$ cat src/sv/lcgfy_pkg.sv
// Shared constants, command and status types for the LCG deck shuffler.
`timescale 1ns / 1ps

package lcgfy_pkg;

	// Deck geometry.
	localparam int DECK_SIZE = 64;
	localparam int IDX_W     = $clog2(DECK_SIZE);
	localparam int DIV_W     = IDX_W + 1;

	// Generator recurrence and draw extraction.
	localparam logic [31:0] LCG_MULT = 32'd214013;
	localparam logic [31:0] LCG_INC  = 32'd2531011;
	localparam int DRAW_LSB = 16;
	localparam int DRAW_W   = 15;
	localparam int DCNT_W   = $clog2(DRAW_W);

	// Controller states.
	typedef enum logic [4:0] {
		ST_IDLE,
		ST_JUMP_TEST,
		ST_ACCM_MUL,
		ST_ACCM_WB,
		ST_ACCA_MUL,
		ST_ACCA_WB,
		ST_CURA_MUL,
		ST_CURA_WB,
		ST_CURM_MUL,
		ST_CURM_WB,
		ST_SEED_MUL,
		ST_SEED_WB,
		ST_INIT,
		ST_DRAW_MUL,
		ST_DRAW_WB,
		ST_DIV,
		ST_RD_I,
		ST_RD_J,
		ST_WR_I,
		ST_WR_J,
		ST_EMIT_RD,
		ST_EMIT_LD,
		ST_EMIT_WAIT
	} state_t;

	// Operations of the shared multiplier and of its writeback adder.
	typedef enum logic [2:0] {
		MOP_NONE,
		MOP_ACC_M,
		MOP_ACC_A,
		MOP_CUR_A,
		MOP_CUR_M,
		MOP_SEED,
		MOP_DRAW
	} mul_op_t;

	// Commands from the controller to the datapath.
	typedef struct packed {
		logic    start_load;
		mul_op_t mul_op;
		mul_op_t wb_op;
		logic    idx_clear;
		logic    idx_inc;
		logic    init_wr;
		logic    div_step;
		logic    rd_j;
		logic    hold_ti;
		logic    wr_i;
		logic    wr_j;
		logic    out_load;
	} cmd_t;

	// Status from the datapath to the controller.
	typedef struct packed {
		logic cnt_zero;
		logic cnt_bit0;
		logic idx_last;
		logic idx_shuf_last;
		logic div_last;
	} status_t;

endpackage

$ cat src/sv/lcg_fisher_yates_deck_shuffle.sv
// Top level of the LCG-driven Fisher-Yates deck shuffler.
`timescale 1ns / 1ps
//
// Usage: a transfer on the start channel (start_valid, start_stall, discard_count)
// begins one shuffle. The block first advances its 32-bit generator discard_count
// times (negative counts skip nothing) by jump-ahead on the shared multiplier,
// one square-and-multiply round for each bit of the count. It then fills the
// 64-entry deck store and runs 63 swap steps, each with a draw, a remainder
// division, and reads and writes through the single read port of the deck RAM.
// Last it offers the 64 slots in order on the card channel (card_valid,
// card_stall), one card at a time, with last high on slot 63.
// start_stall stays high from the start transfer until the final card transfer.
// While card_stall is high the offered card holds and the block waits.
// Reset returns the controller to idle and sets the generator seed to one; the
// seed then carries over from one start to the next. The deck store needs no
// clearing, since every start rewrites it before reading.

module lcg_fisher_yates_deck_shuffle (
	input  logic               clk,
	input  logic               arst_n,
	input  logic               start_valid,
	output logic               start_stall,
	input  logic signed [31:0] discard_count,
	output logic               card_valid,
	input  logic               card_stall,
	output logic [5:0]         position,
	output logic [5:0]         card_index,
	output logic [1:0]         operation,
	output logic [2:0]         rank,
	output logic [1:0]         letter,
	output logic               last
);

	lcgfy_pkg::cmd_t    cmd;
	lcgfy_pkg::status_t st;

	// Sequencing.
	lcgfy_ctrl u_ctrl (
		.clk         (clk),
		.arst_n      (arst_n),
		.start_valid (start_valid),
		.start_stall (start_stall),
		.card_valid  (card_valid),
		.card_stall  (card_stall),
		.cmd         (cmd),
		.st          (st)
	);

	// Arithmetic and deck storage.
	lcgfy_datapath u_datapath (
		.clk           (clk),
		.arst_n        (arst_n),
		.discard_count (discard_count),
		.cmd           (cmd),
		.st            (st),
		.position      (position),
		.card_index    (card_index),
		.operation     (operation),
		.rank          (rank),
		.letter        (letter),
		.last          (last)
	);

endmodule

$ cat src/sv/lcgfy_ram.sv
// Generic simple dual-port RAM with one write port and a registered read port.
`timescale 1ns / 1ps

module lcgfy_ram #(
	parameter int WIDTH = 8,
	parameter int DEPTH = 64
) (
	input  logic                     clk,
	input  logic                     we,
	input  logic [$clog2(DEPTH)-1:0] waddr,
	input  logic [WIDTH-1:0]         wdata,
	input  logic [$clog2(DEPTH)-1:0] raddr,
	output logic [WIDTH-1:0]         rdata
);

	logic [WIDTH-1:0] mem [DEPTH];

	// Write port.
	always_ff @(posedge clk) begin
		if (we) begin
			mem[waddr] <= wdata;
		end
	end

	// Registered read port.
	always_ff @(posedge clk) begin
		rdata <= mem[raddr];
	end

endmodule

$ cat src/sv/lcgfy_datapath.sv
// Datapath: generator, jump-ahead registers, shared multiplier, divider and deck store.
`timescale 1ns / 1ps

module lcgfy_datapath (
	input  logic                   clk,
	input  logic                   arst_n,
	input  logic signed [31:0]     discard_count,
	input  lcgfy_pkg::cmd_t        cmd,
	output lcgfy_pkg::status_t     st,
	output logic [5:0]             position,
	output logic [5:0]             card_index,
	output logic [1:0]             operation,
	output logic [2:0]             rank,
	output logic [1:0]             letter,
	output logic                   last
);

	localparam int IDX_W  = lcgfy_pkg::IDX_W;
	localparam int DIV_W  = lcgfy_pkg::DIV_W;
	localparam int DRAW_W = lcgfy_pkg::DRAW_W;
	localparam int DCNT_W = lcgfy_pkg::DCNT_W;

	logic [31:0]       seed_q;
	logic [30:0]       cnt_q;
	logic [31:0]       acc_m_q;
	logic [31:0]       acc_a_q;
	logic [31:0]       cur_m_q;
	logic [31:0]       cur_a_q;
	logic [31:0]       mul_a;
	logic [31:0]       mul_b;
	logic [31:0]       product;
	logic [31:0]       prod_q;
	logic [31:0]       addend;
	logic [31:0]       wb_sum;
	logic [IDX_W-1:0]  i_q;
	logic [IDX_W-1:0]  j_idx;
	logic [DRAW_W-1:0] num_q;
	logic [IDX_W-1:0]  rem_q;
	logic [DCNT_W-1:0] dcnt_q;
	logic [DIV_W-1:0]  divisor;
	logic [DIV_W-1:0]  trial;
	logic [DIV_W-1:0]  trial_sub;
	logic [IDX_W-1:0]  t_i_q;
	logic              ram_we;
	logic [IDX_W-1:0]  ram_waddr;
	logic [IDX_W-1:0]  ram_wdata;
	logic [IDX_W-1:0]  ram_raddr;
	logic [IDX_W-1:0]  ram_rdata;

	// Operand selection for the shared 32-bit multiplier (low word kept).
	always_comb begin
		case (cmd.mul_op)
			lcgfy_pkg::MOP_ACC_M: begin
				mul_a = acc_m_q;
				mul_b = cur_m_q;
			end
			lcgfy_pkg::MOP_ACC_A: begin
				mul_a = acc_a_q;
				mul_b = cur_m_q;
			end
			lcgfy_pkg::MOP_CUR_A: begin
				mul_a = cur_m_q;
				mul_b = cur_a_q;
			end
			lcgfy_pkg::MOP_CUR_M: begin
				mul_a = cur_m_q;
				mul_b = cur_m_q;
			end
			lcgfy_pkg::MOP_SEED: begin
				mul_a = acc_m_q;
				mul_b = seed_q;
			end
			lcgfy_pkg::MOP_DRAW: begin
				mul_a = seed_q;
				mul_b = lcgfy_pkg::LCG_MULT;
			end
			default: begin
				mul_a = 32'd0;
				mul_b = 32'd0;
			end
		endcase
	end

	assign product = mul_a * mul_b;

	// Product register between the multiplier and the writeback adder.
	always_ff @(posedge clk) begin
		if (cmd.mul_op != lcgfy_pkg::MOP_NONE) begin
			prod_q <= product;
		end
	end

	// Writeback adder: the addend depends on the target.
	always_comb begin
		case (cmd.wb_op)
			lcgfy_pkg::MOP_ACC_A: addend = cur_a_q;
			lcgfy_pkg::MOP_CUR_A: addend = cur_a_q;
			lcgfy_pkg::MOP_SEED:  addend = acc_a_q;
			lcgfy_pkg::MOP_DRAW:  addend = lcgfy_pkg::LCG_INC;
			default:              addend = 32'd0;
		endcase
	end

	assign wb_sum = prod_q + addend;

	// Generator seed, which persists across starts.
	always_ff @(posedge clk or negedge arst_n) begin
		if (!arst_n) begin
			seed_q <= 32'd1;
		end else if (cmd.wb_op == lcgfy_pkg::MOP_SEED || cmd.wb_op == lcgfy_pkg::MOP_DRAW) begin
			seed_q <= wb_sum;
		end
	end

	// Jump-ahead accumulators: square-and-multiply over the bits of the count.
	always_ff @(posedge clk) begin
		if (cmd.start_load) begin
			cnt_q   <= discard_count[31] ? 31'd0 : discard_count[30:0];
			acc_m_q <= 32'd1;
			acc_a_q <= 32'd0;
			cur_m_q <= lcgfy_pkg::LCG_MULT;
			cur_a_q <= lcgfy_pkg::LCG_INC;
		end else begin
			case (cmd.wb_op)
				lcgfy_pkg::MOP_ACC_M: acc_m_q <= wb_sum;
				lcgfy_pkg::MOP_ACC_A: acc_a_q <= wb_sum;
				lcgfy_pkg::MOP_CUR_A: cur_a_q <= wb_sum;
				lcgfy_pkg::MOP_CUR_M: begin
					cur_m_q <= wb_sum;
					cnt_q   <= cnt_q >> 1;
				end
				default: begin
				end
			endcase
		end
	end

	// Slot counter shared by the fill, shuffle and emit phases.
	always_ff @(posedge clk or negedge arst_n) begin
		if (!arst_n) begin
			i_q <= '0;
		end else if (cmd.idx_clear) begin
			i_q <= '0;
		end else if (cmd.idx_inc) begin
			i_q <= i_q + 1'b1;
		end
	end

	// Restoring divider, one quotient bit a cycle; only the remainder is kept.
	assign divisor   = DIV_W'(lcgfy_pkg::DECK_SIZE) - {1'b0, i_q};
	assign trial     = {rem_q, num_q[DRAW_W-1]};
	assign trial_sub = trial - divisor;

	always_ff @(posedge clk) begin
		if (cmd.wb_op == lcgfy_pkg::MOP_DRAW) begin
			num_q  <= wb_sum[lcgfy_pkg::DRAW_LSB +: DRAW_W];
			rem_q  <= '0;
			dcnt_q <= '0;
		end else if (cmd.div_step) begin
			num_q  <= num_q << 1;
			rem_q  <= (trial >= divisor) ? trial_sub[IDX_W-1:0] : trial[IDX_W-1:0];
			dcnt_q <= dcnt_q + 1'b1;
		end
	end

	// Swap partner slot.
	assign j_idx = i_q + rem_q;

	// Holding register for the entry at slot i during a swap.
	always_ff @(posedge clk) begin
		if (cmd.hold_ti) begin
			t_i_q <= ram_rdata;
		end
	end

	// Deck store ports.
	assign ram_we    = cmd.init_wr | cmd.wr_i | cmd.wr_j;
	assign ram_waddr = cmd.wr_j ? j_idx : i_q;
	assign ram_wdata = cmd.init_wr ? i_q : (cmd.wr_i ? ram_rdata : t_i_q);
	assign ram_raddr = cmd.rd_j ? j_idx : i_q;

	lcgfy_ram #(
		.WIDTH (IDX_W),
		.DEPTH (lcgfy_pkg::DECK_SIZE)
	) u_deck_ram (
		.clk   (clk),
		.we    (ram_we),
		.waddr (ram_waddr),
		.wdata (ram_wdata),
		.raddr (ram_raddr),
		.rdata (ram_rdata)
	);

	// Result register with the decoded card fields.
	always_ff @(posedge clk) begin
		if (cmd.out_load) begin
			position   <= i_q;
			card_index <= ram_rdata;
			operation  <= ram_rdata[5:4];
			rank       <= {1'b0, ram_rdata[3:2]} + 3'd1;
			letter     <= ram_rdata[1:0];
			last       <= st.idx_last;
		end
	end

	// Status toward the controller.
	assign st.cnt_zero      = (cnt_q == 31'd0);
	assign st.cnt_bit0      = cnt_q[0];
	assign st.idx_last      = (i_q == IDX_W'(lcgfy_pkg::DECK_SIZE - 1));
	assign st.idx_shuf_last = (i_q == IDX_W'(lcgfy_pkg::DECK_SIZE - 2));
	assign st.div_last      = (dcnt_q == DCNT_W'(DRAW_W - 1));

	// The remainder left by the divider is below the divisor.
	a_rem_below_divisor: assert property (@(posedge clk) disable iff (!arst_n)
		(cmd.div_step && st.div_last) |=> ({1'b0, rem_q} < divisor))
		else $error("divider remainder not below divisor");

	// A swap partner never lies past the end of the deck.
	a_swap_in_range: assert property (@(posedge clk) disable iff (!arst_n)
		cmd.wr_j |-> (({1'b0, i_q} + {1'b0, rem_q}) < DIV_W'(lcgfy_pkg::DECK_SIZE)))
		else $error("swap partner outside the deck");

	// The seed changes only on a seed or draw writeback.
	a_seed_hold: assert property (@(posedge clk) disable iff (!arst_n)
		(cmd.wb_op != lcgfy_pkg::MOP_SEED && cmd.wb_op != lcgfy_pkg::MOP_DRAW)
		|=> $stable(seed_q))
		else $error("seed changed outside a writeback");

endmodule

$ cat src/sv/lcgfy_ctrl.sv
// Controller state machine sequencing skip, fill, shuffle and emit phases.
`timescale 1ns / 1ps

module lcgfy_ctrl (
	input  logic               clk,
	input  logic               arst_n,
	input  logic               start_valid,
	output logic               start_stall,
	output logic               card_valid,
	input  logic               card_stall,
	output lcgfy_pkg::cmd_t    cmd,
	input  lcgfy_pkg::status_t st
);

	lcgfy_pkg::state_t state_q;
	lcgfy_pkg::state_t state_d;

	// State register.
	always_ff @(posedge clk or negedge arst_n) begin
		if (!arst_n) begin
			state_q <= lcgfy_pkg::ST_IDLE;
		end else begin
			state_q <= state_d;
		end
	end

	// Next-state logic.
	always_comb begin
		state_d = state_q;
		case (state_q)
			lcgfy_pkg::ST_IDLE: begin
				if (start_valid) state_d = lcgfy_pkg::ST_JUMP_TEST;
			end
			lcgfy_pkg::ST_JUMP_TEST: begin
				if (st.cnt_zero) begin
					state_d = lcgfy_pkg::ST_SEED_MUL;
				end else if (st.cnt_bit0) begin
					state_d = lcgfy_pkg::ST_ACCM_MUL;
				end else begin
					state_d = lcgfy_pkg::ST_CURA_MUL;
				end
			end
			lcgfy_pkg::ST_ACCM_MUL: state_d = lcgfy_pkg::ST_ACCM_WB;
			lcgfy_pkg::ST_ACCM_WB:  state_d = lcgfy_pkg::ST_ACCA_MUL;
			lcgfy_pkg::ST_ACCA_MUL: state_d = lcgfy_pkg::ST_ACCA_WB;
			lcgfy_pkg::ST_ACCA_WB:  state_d = lcgfy_pkg::ST_CURA_MUL;
			lcgfy_pkg::ST_CURA_MUL: state_d = lcgfy_pkg::ST_CURA_WB;
			lcgfy_pkg::ST_CURA_WB:  state_d = lcgfy_pkg::ST_CURM_MUL;
			lcgfy_pkg::ST_CURM_MUL: state_d = lcgfy_pkg::ST_CURM_WB;
			lcgfy_pkg::ST_CURM_WB:  state_d = lcgfy_pkg::ST_JUMP_TEST;
			lcgfy_pkg::ST_SEED_MUL: state_d = lcgfy_pkg::ST_SEED_WB;
			lcgfy_pkg::ST_SEED_WB:  state_d = lcgfy_pkg::ST_INIT;
			lcgfy_pkg::ST_INIT: begin
				if (st.idx_last) state_d = lcgfy_pkg::ST_DRAW_MUL;
			end
			lcgfy_pkg::ST_DRAW_MUL: state_d = lcgfy_pkg::ST_DRAW_WB;
			lcgfy_pkg::ST_DRAW_WB:  state_d = lcgfy_pkg::ST_DIV;
			lcgfy_pkg::ST_DIV: begin
				if (st.div_last) state_d = lcgfy_pkg::ST_RD_I;
			end
			lcgfy_pkg::ST_RD_I: state_d = lcgfy_pkg::ST_RD_J;
			lcgfy_pkg::ST_RD_J: state_d = lcgfy_pkg::ST_WR_I;
			lcgfy_pkg::ST_WR_I: state_d = lcgfy_pkg::ST_WR_J;
			lcgfy_pkg::ST_WR_J: begin
				if (st.idx_shuf_last) begin
					state_d = lcgfy_pkg::ST_EMIT_RD;
				end else begin
					state_d = lcgfy_pkg::ST_DRAW_MUL;
				end
			end
			lcgfy_pkg::ST_EMIT_RD: state_d = lcgfy_pkg::ST_EMIT_LD;
			lcgfy_pkg::ST_EMIT_LD: state_d = lcgfy_pkg::ST_EMIT_WAIT;
			lcgfy_pkg::ST_EMIT_WAIT: begin
				if (!card_stall) begin
					state_d = st.idx_last ? lcgfy_pkg::ST_IDLE : lcgfy_pkg::ST_EMIT_RD;
				end
			end
			default: state_d = lcgfy_pkg::ST_IDLE;
		endcase
	end

	// Output logic: handshake and datapath commands.
	always_comb begin
		start_stall    = (state_q != lcgfy_pkg::ST_IDLE);
		card_valid     = (state_q == lcgfy_pkg::ST_EMIT_WAIT);
		cmd.start_load = 1'b0;
		cmd.mul_op     = lcgfy_pkg::MOP_NONE;
		cmd.wb_op      = lcgfy_pkg::MOP_NONE;
		cmd.idx_clear  = 1'b0;
		cmd.idx_inc    = 1'b0;
		cmd.init_wr    = 1'b0;
		cmd.div_step   = 1'b0;
		cmd.rd_j       = 1'b0;
		cmd.hold_ti    = 1'b0;
		cmd.wr_i       = 1'b0;
		cmd.wr_j       = 1'b0;
		cmd.out_load   = 1'b0;
		case (state_q)
			lcgfy_pkg::ST_IDLE: begin
				cmd.start_load = start_valid;
				cmd.idx_clear  = start_valid;
			end
			lcgfy_pkg::ST_ACCM_MUL: cmd.mul_op = lcgfy_pkg::MOP_ACC_M;
			lcgfy_pkg::ST_ACCM_WB:  cmd.wb_op  = lcgfy_pkg::MOP_ACC_M;
			lcgfy_pkg::ST_ACCA_MUL: cmd.mul_op = lcgfy_pkg::MOP_ACC_A;
			lcgfy_pkg::ST_ACCA_WB:  cmd.wb_op  = lcgfy_pkg::MOP_ACC_A;
			lcgfy_pkg::ST_CURA_MUL: cmd.mul_op = lcgfy_pkg::MOP_CUR_A;
			lcgfy_pkg::ST_CURA_WB:  cmd.wb_op  = lcgfy_pkg::MOP_CUR_A;
			lcgfy_pkg::ST_CURM_MUL: cmd.mul_op = lcgfy_pkg::MOP_CUR_M;
			lcgfy_pkg::ST_CURM_WB:  cmd.wb_op  = lcgfy_pkg::MOP_CUR_M;
			lcgfy_pkg::ST_SEED_MUL: cmd.mul_op = lcgfy_pkg::MOP_SEED;
			lcgfy_pkg::ST_SEED_WB:  cmd.wb_op  = lcgfy_pkg::MOP_SEED;
			lcgfy_pkg::ST_INIT: begin
				cmd.init_wr   = 1'b1;
				cmd.idx_inc   = !st.idx_last;
				cmd.idx_clear = st.idx_last;
			end
			lcgfy_pkg::ST_DRAW_MUL: cmd.mul_op   = lcgfy_pkg::MOP_DRAW;
			lcgfy_pkg::ST_DRAW_WB:  cmd.wb_op    = lcgfy_pkg::MOP_DRAW;
			lcgfy_pkg::ST_DIV:      cmd.div_step = 1'b1;
			lcgfy_pkg::ST_RD_J: begin
				cmd.rd_j    = 1'b1;
				cmd.hold_ti = 1'b1;
			end
			lcgfy_pkg::ST_WR_I: cmd.wr_i = 1'b1;
			lcgfy_pkg::ST_WR_J: begin
				cmd.wr_j      = 1'b1;
				cmd.idx_clear = st.idx_shuf_last;
				cmd.idx_inc   = !st.idx_shuf_last;
			end
			lcgfy_pkg::ST_EMIT_LD: cmd.out_load = 1'b1;
			lcgfy_pkg::ST_EMIT_WAIT: begin
				cmd.idx_inc   = !card_stall && !st.idx_last;
				cmd.idx_clear = !card_stall && st.idx_last;
			end
			default: begin
			end
		endcase
	end

	// An accepted start makes the block busy on the next cycle.
	a_start_busy: assert property (@(posedge clk) disable iff (!arst_n)
		(start_valid && !start_stall) |=> start_stall)
		else $error("block not busy after start transfer");

	// A card is never offered while the block takes a new start.
	a_no_card_when_idle: assert property (@(posedge clk) disable iff (!arst_n)
		card_valid |-> start_stall)
		else $error("card offered while idle");

	// The final card transfer returns the block to idle.
	a_last_to_idle: assert property (@(posedge clk) disable iff (!arst_n)
		(card_valid && !card_stall && st.idx_last) |=> !start_stall)
		else $error("block not idle after final card");

endmodule

$ cat config.mk
export PLATFORM = sky130hd
export DESIGN_NAME = lcg_fisher_yates_deck_shuffle
export DESIGN_NICKNAME = d
export VERILOG_FILES = /design/src/sv/lcgfy_pkg.sv /design/src/sv/lcg_fisher_yates_deck_shuffle.sv /design/src/sv/lcgfy_ram.sv /design/src/sv/lcgfy_datapath.sv /design/src/sv/lcgfy_ctrl.sv
export SDC_FILE = /design/constraint.sdc
export NUM_CORES = 2
export LEC_CHECK = 0
export BUFFER_PORTS_ARGS = -buffer_cell sky130_fd_sc_hd__buf_2
export CORE_MARGIN = 2
export CORE_UTILIZATION = 45
export CTS_CLUSTER_SIZE = 16
export DETAILED_ROUTE_END_ITERATION = 6
export GPL_TIMING_DRIVEN = 0
export SYNTH_ARGS = -nofsm -noshare
export SYNTH_HDL_FRONTEND = slang
export SYNTH_HIERARCHICAL = 1
export SYNTH_SLANG_ARGS = --single-unit
$ cat constraint.sdc
create_clock -name clk -period 10.2 [get_ports clk]
set_input_delay 2.04 -clock clk [delete_from_list [all_inputs] [get_ports clk]]
set_output_delay 2.04 -clock clk [all_outputs]
set_load 0.02 [all_outputs]
Word level (Yosys, flattened, before mapping)

Memory sizes are Yosys's and may differ from the RTL's. A register that Yosys moved wholly into a read port is not among the register bits.
Index checks and enable logic that the tools add are counted.

ROM bits: 0
Bits in latches: 0
Output and inout bits: 22
Bits in writable memories: 384
Word-level logic and storage cells: 127
Input port bits: 36
Memories kept: 1
Flip-flop bits (word level): 285

Memories:

| name                      | depth | width | read ports | clocked after Yosys merged registers in | wr ports | RTL line        | source |
|---|---|---|---|---|---|---|---|
| u_datapath.u_deck_ram.mem | 64    | 6     | 1          | 1                                       | 1        | lcgfy_ram.sv:16 | `logic [WIDTH-1:0] mem [DEPTH];` |

Shift operators: 0
Multipliers: 1
Magnitude comparators: 1
Equality and inequality tests: 41
Add/subtract/negate cells: 7
Multiplexer cells: 37
Reductions and logical operators: 18
Bitwise logic cells: 2
Div/mod/pow operators: 0

Operator list:

| cell                                            | number |
|---|---|
| case mux 32 bit (4 select lines)                | 2 |
| case mux 5 bit (23 select lines)                | 1 |
| case mux 32 bit (3 select lines)                | 1 |
| 2-to-1 mux 31 bit                               | 3 |
| 2-to-1 mux 6 bit                                | 7 |
| == test 5 x 4 -> 1 bit, second input constant   | 8 |
| case mux 3 bit (6 select lines)                 | 2 |
| == test 5 bit, second input constant            | 7 |
| 2-to-1 mux 5 bit                                | 7 |
| adder 32 bit                                    | 1 |
| multiplier 32 x 32 -> 32 bit                    | 1 |
| logical NOT 31 bit                              | 1 |
| 2-to-1 mux 15 bit                               | 2 |
| == test 5 x 3 -> 1 bit, second input constant   | 4 |
| == test 3 bit, second input constant            | 6 |
| == test 3 x 2 -> 1 bit, second input constant   | 4 |
| == test 6 bit, second input constant            | 2 |
| == test 5 x 2 -> 1 bit, second input constant   | 2 |
| 2-to-1 mux 1 bit                                | 8 |
| >= comparator 7 bit                             | 1 |
| subtractor 7 x 6 -> 7 bit, first input constant | 1 |
| adder 6 x 1 -> 6 bit, second input constant     | 1 |
| adder 6 bit                                     | 1 |
| == test 3 x 1 -> 1 bit, second input constant   | 2 |
| other kinds (22)                                | 32 |

Logic depth before layout (Yosys ltp)

Word-level depth: 7
Mapped depth: 38
Mapped depth without buffers: 33

By module

The synthesis kept the hierarchy.

By module, submodules not included:

| module         | cells each | seq. area each (um^2) | area each (um^2) | times used |
|---|---|---|---|---|
| lcgfy_datapath | 3,293      | 6,582.6               | 29,263.1         | 1 |
| lcgfy_ram      | 720        | 11,651.2              | 15,225.9         | 1 |
| lcgfy_ctrl     | 92         | 125.1                 | 629.4            | 1 |

Worst setup path before layout

OpenSTA, ideal clock, no wires.

Path kind: reg2reg
From: reg u_ctrl.state_q[0]
To: reg u_datapath.prod_q[28], data pin
Data arrival time: 8.698 ns
Stages on the path, launching flop included: 39
Path buffers: 6
Required time: 9.942 ns
Library setup time: 0.258 ns
Period minus slack after synthesis: 8.955 ns
Setup slack: 1.245 ns
Cell sequence: dfrtp_1 buf_2 clkbuf_1 nor2b_1 a21oi_1 nor2_1 nand2b_1 o2bb2ai_1 buf_2 buf_2 clkbuf_1 a221oi_1 clkbuf_1 nor2_1 fa_1 inv_1 fa_1 inv_1 [... 3 more ...] inv_1 ha_1 ha_1 fa_1 inv_1 fa_1 inv_1 ha_1 a211o_1 or4_1 a21oi_1 nor3_1 nand3_1 a31oi_1 a41oi_1 o21ai_0 a21oi_1 xnor2_1

RTL lines:

| item                   | RTL line             | source |
|---|---|---|
| start, declared        | lcgfy_ctrl.sv:15     | `lcgfy_pkg::state_t state_q;` |
| start signal, assigned | lcgfy_ctrl.sv:21     | `state_q <= lcgfy_pkg::ST_IDLE;` |
| start signal, assigned | lcgfy_ctrl.sv:23     | `state_q <= state_d;` |
| end signal, assigned   | lcgfy_datapath.sv:89 | `prod_q <= product;` |
| end, declared          | lcgfy_datapath.sv:32 | `logic [31:0] prod_q;` |

==> impl_results.md <==
* Global-route wire length before repair at 213000 um
* Root Driver: clkbuf_16
* GRT busiest layer: met2
* Mean Syn Cell Area at 11.0 um2
* 1st-iter DRT viols at 3458
* DR vias at 32900
* Synth top area share at 32.1%
* Die width at 321 um
* Antenna cells at 0
* Max incr delay on CP at 0.55 ns
* Final setup vio count at 0
* Worst Skew at 0.0425 ns
* Max-Cap Viols at 0
* Num CTS Buffers at 66
* Placed cell areas at 47400 um2
* Reg2reg end: u_datapath/prod_q[27]
* Post-DP HPWL at 111000 um
* Post-route cell area at 50200 um2
* DRC violation count after routing at 0
* Worst-skew pair later-pin latency at 0.64 ns
* Worst R2R Path Depth at 36
* Vias in the first global route at 32600
* Final Max Slew Viols at 0
* Hold Crit Class: register to register
* Asr flop ratio synth at 6.32%
* Hold_buf cts at 0
* Final ANT Viol Nets at 0
* Final GP Congestion at 0.970
* CP Launch Type: register
* WHS at 0.474 ns
* # rows at 116
* Wire per inst at 25.7 um
* Worst hold path endpoint: u_datapath/acc_m_q[24]
* Clock Sinks at 665
* Final Hold Viols at 0
* Synth unique cells at 92
* Total Wirelength at 144000 um
* Largest net degree at the start of global routing at 43
* Largest cells by area after synthesis: edfxtp_1, fa_1, dfxtp_1
* Met3 Use GR at 4.72%
* Grt met2 use at 45.3%
* Pre-CTS setup slack at -1.93 ns
* Critical path capture point type: register
* Synth Warn # at 6
* Fin crit share at 97.9%
* Worst path slowest cell: fa_1
* Fmax at 100 MHz
* Worst r2r src: u_ctrl/state_q[1]
* Htree depth at 3
* Synthesized area at 45100 um2
* Worst-Margin Slew at 1.30 ns
* IO Count at 58
* IO buf count at 57
* Clock tree buffer depth at 3
* Vias per cell at 5.86
* Total GRT Usage at 28.2%
* Post-synth top flop: edfxtp_1
* Worst Path Required at 10.58 ns
* First-pass DRT Iterations at 6
* Post-synth EDFFs at 483
* Critical Path Fanout Max at 10
* Hold path startpoint: u_datapath/acc_m_q[24]
* PnR worst setup slack at 0.219 ns
* Die area at 103000 um2
* Ratio of cells with drive above 1 in the final layout at 11.2%
* Overflow left after global routing at 0
* Largest area contributor in the netlist: edfxtp_1
* Placed Cells at 5474
* CP Class: register to register
* Core Region at 99700 um2
* Crit path top cell by count: fa_1
* Cell count after synthesis at 4105
* Initial Util at 45.2%
* CTS tree: built
* Final min period at 9.98 ns
* Global Route met1 Usage at 37.6%
* Yosys reg bits at 665
* Sequential-to-total area share from yosys stat at 40.7%
* Initial antenna violation count at 5
* Clock-pin slew on the worst setup and hold paths at 0.07 ns
* Slew margin rel. at 12.9%
* Run status: finished clean
* Area delta synth->final at 11.3%
* Die Ht at 321 um
* RSZ-0062 raised after global routing: no
* Mapped Nets at 4692
* Final net count at 4843
* FF-to-FF setup slack at 0.22 ns
* Crit path arrival time at 10.36 ns
* Finished Layout Cells at 5607
* Hold-critical path depth at 2
## repair_timing
item | in CTS | in global routing
setup endpoints to repair | 18 | 12
gates cloned | 0 | 0
pin swaps | 3 | 4
setup buffers | 3 | 13
gates resized for setup | 67 | 70
## logic make-up (layout without fill, tap and decap cells)
family                     count (synthesis)  in the layout  share of synthesized area [%]
and+or+nand+nor                         1191           1191                           11.4
adders and majority gates                551            551                           21.7
buffers and inverters                    725            929                           6.50
AOI/OAI and AO/OA                        635            635                           9.81
xor gates and xnor gates                 123            123                           2.47
muxes                                    215            215                           7.48
DFF                                      665            665                           40.7
## critical path, delay by kind of cell (launching register included)
family / cells / cell delay, ns
flip-flops: 1 / 0.34
AO/OA/AOI/OAI: 7 / 2.00
adder cells (fa/ha/maj): 9 / 4.03
AND/OR/NAND/NOR: 4 / 0.62
buffers and inverters: 15 / 2.43
XOR/XNOR: 1 / 0.27
## routing by layer
layer	wire [um]	up-vias
li1	-	14400
met1	58500	16700
met2	66900	1448
met3	10900	312
met4	7550	0
met5	0	-
## Yosys cell counts (all sizes together), types with 37 or more instances
cell	instances
dfxtp	140
and2	37
a21oi	145
nor2	434
a22o	63
clkbuf	154
mux4	93
inv	493
edfxtp	483
nand2b	38
nand2	467
a21o	59
ha	168
xnor2	83
buf	78
nand3	52
xor2	38
mux2i	95
fa	383
dfrtp	41
o21ai	101
## layout make-up
class | instances | area, um2
clock buffer | 89 | 1820
multi-input combinational | 2715 | 24300
inverter | 493 | 1850
tap | 1298 | 1620
sequential | 665 | 18400
fill | 8941 | 49500
timing repair buffer | 87 | 683
clock inverter | 32 | 444
buffer | 228 | 1180
## cells in the final DEF (no fill, tap or decap), types with 20 or more instances in the layout
| master | count |
|---|---|
| nor2b_1 | 22 |
| edfxtp_1 | 483 |
| nand4_1 | 27 |
| a22oi_1 | 23 |
| buf_4 | 31 |
| and2_1 | 35 |
| o22a_1 | 29 |
| a22o_1 | 63 |
| a211oi_1 | 20 |
| a21o_1 | 59 |
| a221o_1 | 25 |
| buf_2 | 97 |
| nand2b_1 | 38 |
| mux4_2 | 87 |
| inv_1 | 491 |
| nand2_1 | 467 |
| o21ai_0 | 80 |
| clkbuf_2 | 24 |
| dfxtp_1 | 140 |
| xnor2_1 | 82 |
| dfrtp_1 | 41 |
| nor3_1 | 30 |
| nor2_1 | 430 |
| clkbuf_1 | 131 |
| mux2_2 | 25 |
| a21oi_1 | 141 |
| xor2_1 | 37 |
| fa_1 | 383 |
| clkbuf_16 | 67 |
| o22ai_1 | 31 |
| mux2i_1 | 92 |
| ha_1 | 168 |
| nand3_1 | 51 |
## flip-flops by register name, indices dropped and copies added (netlist names), 4 cells and up
register	count
u_datapath/u_deck_ram/mem	384
u_datapath/acc_a_q	31
u_datapath/acc_m_q	31
u_datapath/cnt_q	31
u_datapath/cur_a_q	31
u_datapath/cur_m_q	31
u_datapath/prod_q	31
u_datapath/seed_q	31
u_datapath/num_q	15
u_datapath/card_index	6
u_datapath/i_q	6
u_datapath/position	6
u_datapath/rem_q	6
u_datapath/t_i_q	6
u_datapath/u_deck_ram/rdata	6
u_ctrl/state_q	5
u_datapath/dcnt_q	4
## stage by stage
step / utilization, % / TNS, ns
finish: 50.4 / 0
global route: 50.4 / 0
CTS: 50.1 / 0
detailed placement: 47.5 / -23.52
global placement: 47.2 / -30.84
floorplan: - / 0
## worst max-delay path by stage
stage,start,end,slack (ns),depth (start not counted)
floorplan,u_ctrl/state_q[0],u_datapath/prod_q[28],1.24,38
global placement,u_ctrl/state_q[0],u_datapath/prod_q[21],-2.36,33
detailed placement,u_ctrl/state_q[0],u_datapath/prod_q[28],-1.93,38
CTS,u_ctrl/state_q[1],u_datapath/prod_q[26],0.009,38
global route,u_ctrl/state_q[1],u_datapath/prod_q[27],0.002,36
finish,u_ctrl/state_q[1],u_datapath/prod_q[27],0.22,36
Power is not shown: default switching activity piles up to over one toggle a cycle in this logic, so the estimate is an artifact.
